$ cat src/sv/mpool_pkg.sv
// ----------------------------------------------------------------------------
// mpool_pkg
// Shared lane layout and default sizes for the 2x2 max pooling stream.
// ----------------------------------------------------------------------------
`default_nettype none

package mpool_pkg;

  // fixed port layout: four 64-bit words of four 16-bit lanes each
  localparam int WORD_W = 64;
  localparam int LANES  = 16;
  localparam int LANE_W = 16;
  localparam int BUS_W  = LANES * LANE_W;

  // default feature map geometry
  localparam int MAP_SIZE_DEF   = 11;
  localparam int CHANNELS_DEF   = 16;
  localparam int DATA_WIDTH_DEF = 16;

endpackage

`default_nettype wire

$ cat src/sv/mpool_max4.sv
// ----------------------------------------------------------------------------
// mpool_max4
// Per-channel signed maximum of four pixels, packed into the 16-bit lane bus.
// ----------------------------------------------------------------------------
`default_nettype none

module mpool_max4
  import mpool_pkg::*;
#(
  parameter int CHANNELS   = CHANNELS_DEF,
  parameter int DATA_WIDTH = DATA_WIDTH_DEF
) (
  input  wire logic [CHANNELS*DATA_WIDTH-1:0] pix_a,
  input  wire logic [CHANNELS*DATA_WIDTH-1:0] pix_b,
  input  wire logic [CHANNELS*DATA_WIDTH-1:0] pix_c,
  input  wire logic [CHANNELS*DATA_WIDTH-1:0] pix_d,
  output logic      [BUS_W-1:0]               pooled
);

  genvar ch;
  generate
    for (ch = 0; ch < LANES; ch++) begin : g_lane
      if (ch < CHANNELS) begin : g_used
        logic signed [DATA_WIDTH-1:0] a, b, c, d, m_ab, m_cd, m;
        assign a    = pix_a[ch*DATA_WIDTH +: DATA_WIDTH];
        assign b    = pix_b[ch*DATA_WIDTH +: DATA_WIDTH];
        assign c    = pix_c[ch*DATA_WIDTH +: DATA_WIDTH];
        assign d    = pix_d[ch*DATA_WIDTH +: DATA_WIDTH];
        assign m_ab = (a > b) ? a : b;
        assign m_cd = (c > d) ? c : d;
        assign m    = (m_ab > m_cd) ? m_ab : m_cd;
        // sign extend into the 16-bit lane
        assign pooled[ch*LANE_W +: LANE_W] = LANE_W'(m);
      end else begin : g_unused
        assign pooled[ch*LANE_W +: LANE_W] = '0;
      end
    end
  endgenerate

endmodule

`default_nettype wire

$ cat src/sv/max_pool_2x2_stream.sv
// ----------------------------------------------------------------------------
// max_pool_2x2_stream
// Streaming 2x2 stride-2 max pooling over a square feature map in raster
// order, with the even rows kept as column pairs in a line memory.
// ----------------------------------------------------------------------------
//
//   channel | handshake           | payload
//   --------+---------------------+--------------------------------------------
//   in      | in_valid/in_ready   | in_pixel_word_0..3, 16-bit lanes
//   out     | out_valid/out_ready | out_pooled_word_0..3, out_frame_last
//
// one input beat per cycle unless a stalled output holds one back; a pooled
// beat appears in the output register the cycle after the odd-row, odd-column
// beat that completes its window. the line memory read for a window is issued
// on the preceding even-column beat, so its registered data is there in time.
// reset clears the row/column counters and the output valid only.
// a stalled output holds back only beats that would produce a result.
//
`default_nettype none

module max_pool_2x2_stream
  import mpool_pkg::*;
#(
  parameter int MAP_SIZE   = MAP_SIZE_DEF,
  parameter int CHANNELS   = CHANNELS_DEF,
  parameter int DATA_WIDTH = DATA_WIDTH_DEF
) (
  input  wire logic              clk,
  input  wire logic              rst_n,
  input  wire logic              in_valid,
  output logic                   in_ready,
  input  wire logic [WORD_W-1:0] in_pixel_word_0,
  input  wire logic [WORD_W-1:0] in_pixel_word_1,
  input  wire logic [WORD_W-1:0] in_pixel_word_2,
  input  wire logic [WORD_W-1:0] in_pixel_word_3,
  output logic                   out_valid,
  input  wire logic              out_ready,
  output logic      [WORD_W-1:0] out_pooled_word_0,
  output logic      [WORD_W-1:0] out_pooled_word_1,
  output logic      [WORD_W-1:0] out_pooled_word_2,
  output logic      [WORD_W-1:0] out_pooled_word_3,
  output logic                   out_frame_last
);

  localparam int CW       = (MAP_SIZE > 1) ? $clog2(MAP_SIZE) : 1;
  localparam int PAIRS    = MAP_SIZE / 2;
  localparam int AW       = (PAIRS > 1) ? $clog2(PAIRS) : 1;
  localparam int PW       = CHANNELS * DATA_WIDTH;
  localparam int LAST_ODD = (MAP_SIZE / 2) * 2 - 1;

  logic [BUS_W-1:0] in_bus;
  logic [PW-1:0]    pix;

  assign in_bus = {in_pixel_word_3, in_pixel_word_2, in_pixel_word_1, in_pixel_word_0};

  genvar ch;
  generate
    for (ch = 0; ch < CHANNELS; ch++) begin : g_unpack
      assign pix[ch*DATA_WIDTH +: DATA_WIDTH] = in_bus[ch*LANE_W +: DATA_WIDTH];
    end
  endgenerate

  // position counters
  logic [CW-1:0] row_r, row_nxt;
  logic [CW-1:0] col_r, col_nxt;
  logic          col_wrap;

  logic in_fire, emit;
  logic out_valid_r, out_valid_nxt;

  assign emit     = row_r[0] & col_r[0];
  assign in_ready = !emit || !out_valid_r || out_ready;
  assign in_fire  = in_valid && in_ready;
  assign col_wrap = (col_r == CW'(MAP_SIZE - 1));

  always_comb begin
    row_nxt = row_r;
    col_nxt = col_r;
    if (in_fire) begin
      if (col_wrap) begin
        col_nxt = '0;
        row_nxt = (row_r == CW'(MAP_SIZE - 1)) ? '0 : row_r + CW'(1);
      end else begin
        col_nxt = col_r + CW'(1);
      end
    end
  end

  // even-column pixel of the current row, on even and odd rows alike
  logic [PW-1:0] hold_r;

  always_ff @(posedge clk) begin
    if (in_fire && !col_r[0]) begin
      hold_r <= pix;
    end
  end

  // line memory: one entry per column pair, {odd column, even column}
  logic [2*PW-1:0] line_mem [PAIRS];
  logic [2*PW-1:0] mem_q;
  logic [AW-1:0]   mem_addr;
  logic            mem_wr, mem_rd;

  assign mem_addr = AW'(col_r >> 1);
  assign mem_wr   = in_fire && !row_r[0] && col_r[0];
  // skip the unpaired last column of an odd-sized map
  assign mem_rd   = in_fire && row_r[0] && !col_r[0] && !col_wrap;

  always_ff @(posedge clk) begin
    if (mem_wr) begin
      line_mem[mem_addr] <= {pix, hold_r};
    end
  end

  always_ff @(posedge clk) begin
    if (mem_rd) begin
      mem_q <= line_mem[mem_addr];
    end
  end

  logic [BUS_W-1:0] pooled;

  mpool_max4 #(
    .CHANNELS   (CHANNELS),
    .DATA_WIDTH (DATA_WIDTH)
  ) u_max4 (
    .pix_a  (mem_q[PW-1:0]),
    .pix_b  (mem_q[2*PW-1:PW]),
    .pix_c  (hold_r),
    .pix_d  (pix),
    .pooled (pooled)
  );

  // output register
  logic [BUS_W-1:0] out_bus_r;
  logic             out_last_r;

  always_comb begin
    out_valid_nxt = out_valid_r;
    if (in_fire && emit) begin
      out_valid_nxt = 1'b1;
    end else if (out_ready) begin
      out_valid_nxt = 1'b0;
    end
  end

  always_ff @(posedge clk) begin
    if (in_fire && emit) begin
      out_bus_r  <= pooled;
      out_last_r <= (row_r == CW'(LAST_ODD)) && (col_r == CW'(LAST_ODD));
    end
  end

  always_ff @(posedge clk) begin
    if (!rst_n) begin
      row_r       <= '0;
      col_r       <= '0;
      out_valid_r <= 1'b0;
    end else begin
      row_r       <= row_nxt;
      col_r       <= col_nxt;
      out_valid_r <= out_valid_nxt;
    end
  end

  assign out_valid         = out_valid_r;
  assign out_pooled_word_0 = out_bus_r[0*WORD_W +: WORD_W];
  assign out_pooled_word_1 = out_bus_r[1*WORD_W +: WORD_W];
  assign out_pooled_word_2 = out_bus_r[2*WORD_W +: WORD_W];
  assign out_pooled_word_3 = out_bus_r[3*WORD_W +: WORD_W];
  assign out_frame_last    = out_last_r;

endmodule

`default_nettype wire

$ cat config.mk
export PLATFORM = sky130hd
export DESIGN_NAME = max_pool_2x2_stream
export DESIGN_NICKNAME = d
export VERILOG_FILES = /design/src/sv/mpool_pkg.sv /design/src/sv/mpool_max4.sv /design/src/sv/max_pool_2x2_stream.sv
export SDC_FILE = /design/constraint.sdc
export NUM_CORES = 2
export LEC_CHECK = 0
export BUFFER_PORTS_ARGS = -buffer_cell sky130_fd_sc_hd__clkbuf_2
export CORE_MARGIN = 2
export CORE_UTILIZATION = 41
export DETAILED_ROUTE_END_ITERATION = 8
export SLEW_MARGIN = 10
export SYNTH_ARGS = -nofsm -noshare
export SYNTH_HDL_FRONTEND = slang
export SYNTH_SLANG_ARGS = --single-unit
$ cat constraint.sdc
create_clock -name clk -period 130 [get_ports clk]
set_input_delay 19.5 -clock clk [delete_from_list [all_inputs] [get_ports clk]]
set_output_delay 19.5 -clock clk [all_outputs]
set_load 0.005 [all_outputs]
* After elaboration in Yosys (flattened, before gate mapping) *
Memory sizes are Yosys's and may differ from the RTL's. A register that Yosys moved wholly into a read port is not among the register bits.
Cells that the tools add are included.

cells by class
  add/sub/neg operators = 2
  multipliers = 0
  divide/modulo/power cells = 0
  order comparisons = 48
  equal/unequal tests = 4
  shift-type cells = 0
  mux-type cells = 54
  bitwise gates (word level) = 1
  reduce and logical (&&, ||, !) cells = 18

operators with widths
  kind                 number
  $gt 16x16->1         48
  $mux 16              48
  $eq 4x4->1 const B   4
  $logic_and 1x1->1    9
  $add 4x1->4 const B  2
  $mux 4               2
  $logic_not 1->1      5
  $mux 1               4
  $logic_or 1x1->1     2
  $reduce_and 2->1     1
  $reduce_bool 2->1    1
  $and 1x1->1          1

storage, ports and cells
  register bits after elaboration = 522
  bits in latches = 0
  RAM bits = 2560
  memory bits (read-only) = 0
  bits of input ports = 260
  output and inout bits = 259
  word-level logic and storage cells = 134
  memories kept = 1

memories
  memory    words  width  rd ports  clocked after Yosys merged registers in  write ports  line                       source
  line_mem  5      512    1         1                                        1            max_pool_2x2_stream.sv:99  logic [2*PW-1:0] line_mem [PAIRS];

* Logic depth before layout (Yosys ltp) *
  depth in word-level cells = 9
  mapped depth = 21
  mapped depth without buffers = 17

* Modules after synthesis *
From an unflattened synthesis, not the netlist that was laid out.

second synthesis, totals
  cell total of the unflattened synthesis = 9836
  area total of the unflattened synthesis = 154714.6 um^2

modules (own cells, without submodules)
  module               instances  cells each  area an instance (um^2)
  max_pool_2x2_stream  1          6054        126009.6
  mpool_max4           1          3782        28705.0

* Worst setup path before layout *
Ideal clock, no wire load.

  path kind = input port to flip-flop
  from = input out_ready
  to = memory line_mem[1][0] in the netlist's numbering, enable pin
  library setup time = 2823 ps
  arrival = 72060 ps
  data required time = 127177 ps
  setup slack = 55116 ps
  stages on the path = 6
  path buffers = 1
  cell sequence = nand4b_1 and2_1 clkbuf_1 nand2_1 or2_2 nor4b_1

between the ends
  cells in the longest elaborated chain, start to end = 6

ends and longest elaborated chain
  item                            line                        source
  from (decl)                     max_pool_2x2_stream.sv:37   input wire logic out_ready,
  $logic_or 1x1->1                max_pool_2x2_stream.sv:72   assign in_ready = !emit || !out_valid_r || out_ready;
  $logic_and 1x1->1               max_pool_2x2_stream.sv:73   assign in_fire = in_valid && in_ready;
  $logic_and 1x1->1 (2 in a row)  max_pool_2x2_stream.sv:105  assign mem_wr = in_fire && !row_r[0] && col_r[0];
  $mux 1                          max_pool_2x2_stream.sv:110  if (mem_wr) begin
  $mux 1 (not written as such)    max_pool_2x2_stream.sv:111  line_mem[mem_addr] <= {pix, hold_r};
  to (decl)                       max_pool_2x2_stream.sv:99

No other way between the ends.

* Final worst setup path *
  from = input out_ready
  to = output in_ready

between the ends
  cells in the longest elaborated chain, start to end = 1

ends and longest elaborated chain
  item              line                       source
  $logic_or 1x1->1  max_pool_2x2_stream.sv:72
  to (decl)         max_pool_2x2_stream.sv:31  output logic in_ready,

No other way between the ends.

==> results.md <==
* Status: finished, final reports clean
* Hold-fix buffer count after cts at 0
* Clock slew at reported path FFs at 60 ps
* Comb pwr share at 6.2%
* Seq/Total Area, Yosys at 70.2%
* Fin. Hold Viols at 0
* Switch share at 22.5%
* Antenna violations before repair at 74
* Mapped cell area at 0.154 mm²
* Origin of the worst min-delay path: line_mem[2][421]
* FP Rows at 224
* Nets at 11.5k
* Max-slew violations at 0
* Worst setup EP type: output pin
* Worst slew pin tran at 1340 ps
* P_sw at 571 µW
* Max-Cap Viols at 0
* Max clock buf depth at 4
* Port-buffer cells at 518
* Syn-to-layout area delta at 13.6%
* Critical R2R Launch: hold_r[223]
* DIE AREA at 0.380 mm²
* Final setup fails at 0
* Initial Util at 41.2%
* Post_cts resized at 0
* Tightest Hold Check Type: register to register
* Seq cells post-synth at 3594
* Synthesized area per cell at 15.5 µm²
* Post-Synthesis Cells at 9902
* GRT Residual Overflow at 0
* Post-DP Area at 0.162 mm²
* DR WL/cell at 24.8 µm
* Clock network fraction of total power at 42.3%
* TritonRoute pass-1 iters at 6
* Setup TNS at 0 ps
* Fmax at 25.4 MHz
* First-pass GRT wire length at 580 mm
* Die W at 616 µm
* R2r endpoint: out_bus_r[216]
* Vias in the first global route at 90.0k
* CTS root buf: clkbuf_16
* Unrepaired setup endpoints after global routing: false
* Initial DRC count at 6707
* CTS H-Tree Depth at 5
* Vias at 88.0k
* Critical setup path kind: primary input to output pin
* Pwr per Cell Area at 14.5 mW/mm²
* Fraction of layout cells with a size suffix above 1 at 15.4%
* Reg power frac at 51.5%
* Worst Path Arrival at 19940 ps
* Post-synth ARST share at 0%
* Syn nets at 10.9k
* Post-synth EDFFs at 3585
* R2R setup slack at 123570 ps
* Int Power at 1.97 mW
* Skew final at 69.1 ps
* Yosys cell types at 81
* CTS tree: yes
* Core Region at 0.373 mm²
* Period Utilization, post-route at 30.3%
* Hold path depth at 2
* R2R cell count at 16
* Final HPWL from detailed placement at 229 mm
* Gr usage total at 20.1%
* Clock insertion delay at the later pin of the skew report at 970 ps
* # DRC at 0
* Final RePlAce weighted congestion at 0.869
* Worst IR Drop VDD at 0.0106 mV
* Ports at 519
* Pin count of the biggest net entering global routing at 195
* Critical path launch point type: primary input
* CTS Buf Count at 377
* Routed wire length at 392 mm
* Most common cell after layout, fill and taps aside: edfxtp_1
* Most frequent cells in the layout: 3585 x edfxtp_1, 911 x a22oi_1, 768 x ha_1, 747 x inv_1, 729 x mux2i_1
* Setup repair bufs after CTS at 0
* Clock Sinks at 3594
* Leakage power at 62.1 nW
* Required @ worst endpoint at 110500 ps
* Die height at 616 µm
* Top FF cell, synth: edfxtp_1
* Min-Delay Endpoint: mem_q[421]
* Slew margin rel. at 10.9%
* Final min period at 39440 ps
* Fin area at 0.175 mm²
* Antenna viol nets, final at 0
* Crit Path Max Fanout at 2
* Yosys warns at 0
* Post-DR vias/cell at 5.56
## stage by stage
stage	hold WS, ps	std cells	util, %	setup slack (ps)	power, mW
3_5_place_dp	520	15100	43.5	90550	1.49
4_1_cts	518	15800	46.8	90550	2.56
3_3_place_gp	476	15100	43.5	90490	1.48
6_report	519	15800	46.8	90560	2.54
2_1_floorplan	464	9902	-	55120	1.44
5_1_grt	548	15800	46.8	90540	2.62
## logic make-up (layout without fill, tap and decap cells)
| family | count (synthesis) | count (layout) | synth area share [%] |
|---|---|---|---|
| AOI/OAI and AO/OA | 2314 | 2314 | 9.72 |
| xor gates and xnor gates | 2 | 2 | 0.0114 |
| adders and majority gates | 768 | 768 | 6.25 |
| buffers and inverters | 1179 | 2089 | 2.96 |
| DFF | 3594 | 3594 | 70.2 |
| muxes | 1159 | 1159 | 8.01 |
| other | 0 | 33 | 0 |
| and+or+nand+nor | 886 | 886 | 2.87 |
## metal layers
metal / vias to the layer above / GRT usage (%) / routed length (µm)
met4: 30 / 7.19 / 12900
met3: 617 / 2.73 / 19300
li1: 40000 / - / -
met5: - / 0 / 207
met1: 45000 / 26.2 / 166000
met2: 2398 / 34.4 / 193000
## cell type report
cell class / count / area [µm²]
Inverter: 747 / 2800
Clock buffer: 450 / 9790
Tap cell: 4972 / 6220
Fill cell: 31900 / 198000
Sequential cell: 3594 / 108000
Antenna cell: 33 / 82.6
Timing Repair Buffer: 652 / 3840
Clock inverter: 240 / 2520
Multi-Input combinational cell: 5129 / 41500
## synthesized netlist by cell type, types with 18 or more instances
| master | count | area share (%) |
|---|---|---|
| edfxtp_1 | 3585 | 70 |
| a22oi_1 | 911 | 4.5 |
| ha_1 | 768 | 6.3 |
| inv_1 | 747 | 1.8 |
| mux2i_1 | 734 | 4.8 |
| o21ai_0 | 607 | 2.0 |
| a21oi_1 | 466 | 1.5 |
| mux2_2 | 396 | 2.9 |
| clkbuf_1 | 342 | 0.84 |
| nand2_1 | 233 | 0.57 |
| nor2_1 | 218 | 0.53 |
| nand4_1 | 125 | 0.51 |
| nand3_1 | 89 | 0.29 |
| a21o_1 | 72 | 0.35 |
| nor2b_1 | 43 | 0.18 |
| a221o_1 | 39 | 0.25 |
| buf_1 | 39 | 0.095 |
| and3_1 | 36 | 0.15 |
| buf_2 | 34 | 0.11 |
| o211ai_1 | 34 | 0.17 |
| nand2b_1 | 30 | 0.12 |
| o221ai_1 | 28 | 0.16 |
| o21a_1 | 27 | 0.13 |
| and4_1 | 21 | 0.12 |
| nor4_1 | 21 | 0.086 |
| a211oi_1 | 19 | 0.093 |
| mux2_4 | 18 | 0.18 |
## registers in the layout (all words and copies together), names as in the netlist
name	count
line_mem	2560
out_frame_last	1
out_bus_r	256
hold_r	256
out_valid	1
mem_q	512
col_r	4
row_r	4
## power groups by stage
| stage | registers, mW | logic [mW] | clock network, mW |
|---|---|---|---|
| global route | 1.31 | 0.173 | 1.14 |
| detailed placement | 1.33 | 0.156 | 0 |
| global placement | 1.33 | 0.153 | 0 |
| finish | 1.31 | 0.157 | 1.07 |
| CTS | 1.31 | 0.157 | 1.10 |
| floorplan | 1.35 | 0.0991 | 0 |
## critical path, stage by stage
cell	delay (ps)
clkbuf_2	100
nand4b_1	180
clkbuf_2	160
## how the worst max path moves through the flow
stage                   start        endpoint  slack, ps  cells past startpoint
global placement    out_ready        in_ready      90490                      3
CTS                 out_ready        in_ready      90550                      3
global route        out_ready        in_ready      90540                      3
finish              out_ready        in_ready      90560                      3
detailed placement  out_ready        in_ready      90550                      3
floorplan           out_ready  line_mem[1][0]      55120                      6
(Power assumes the default switching activity.)
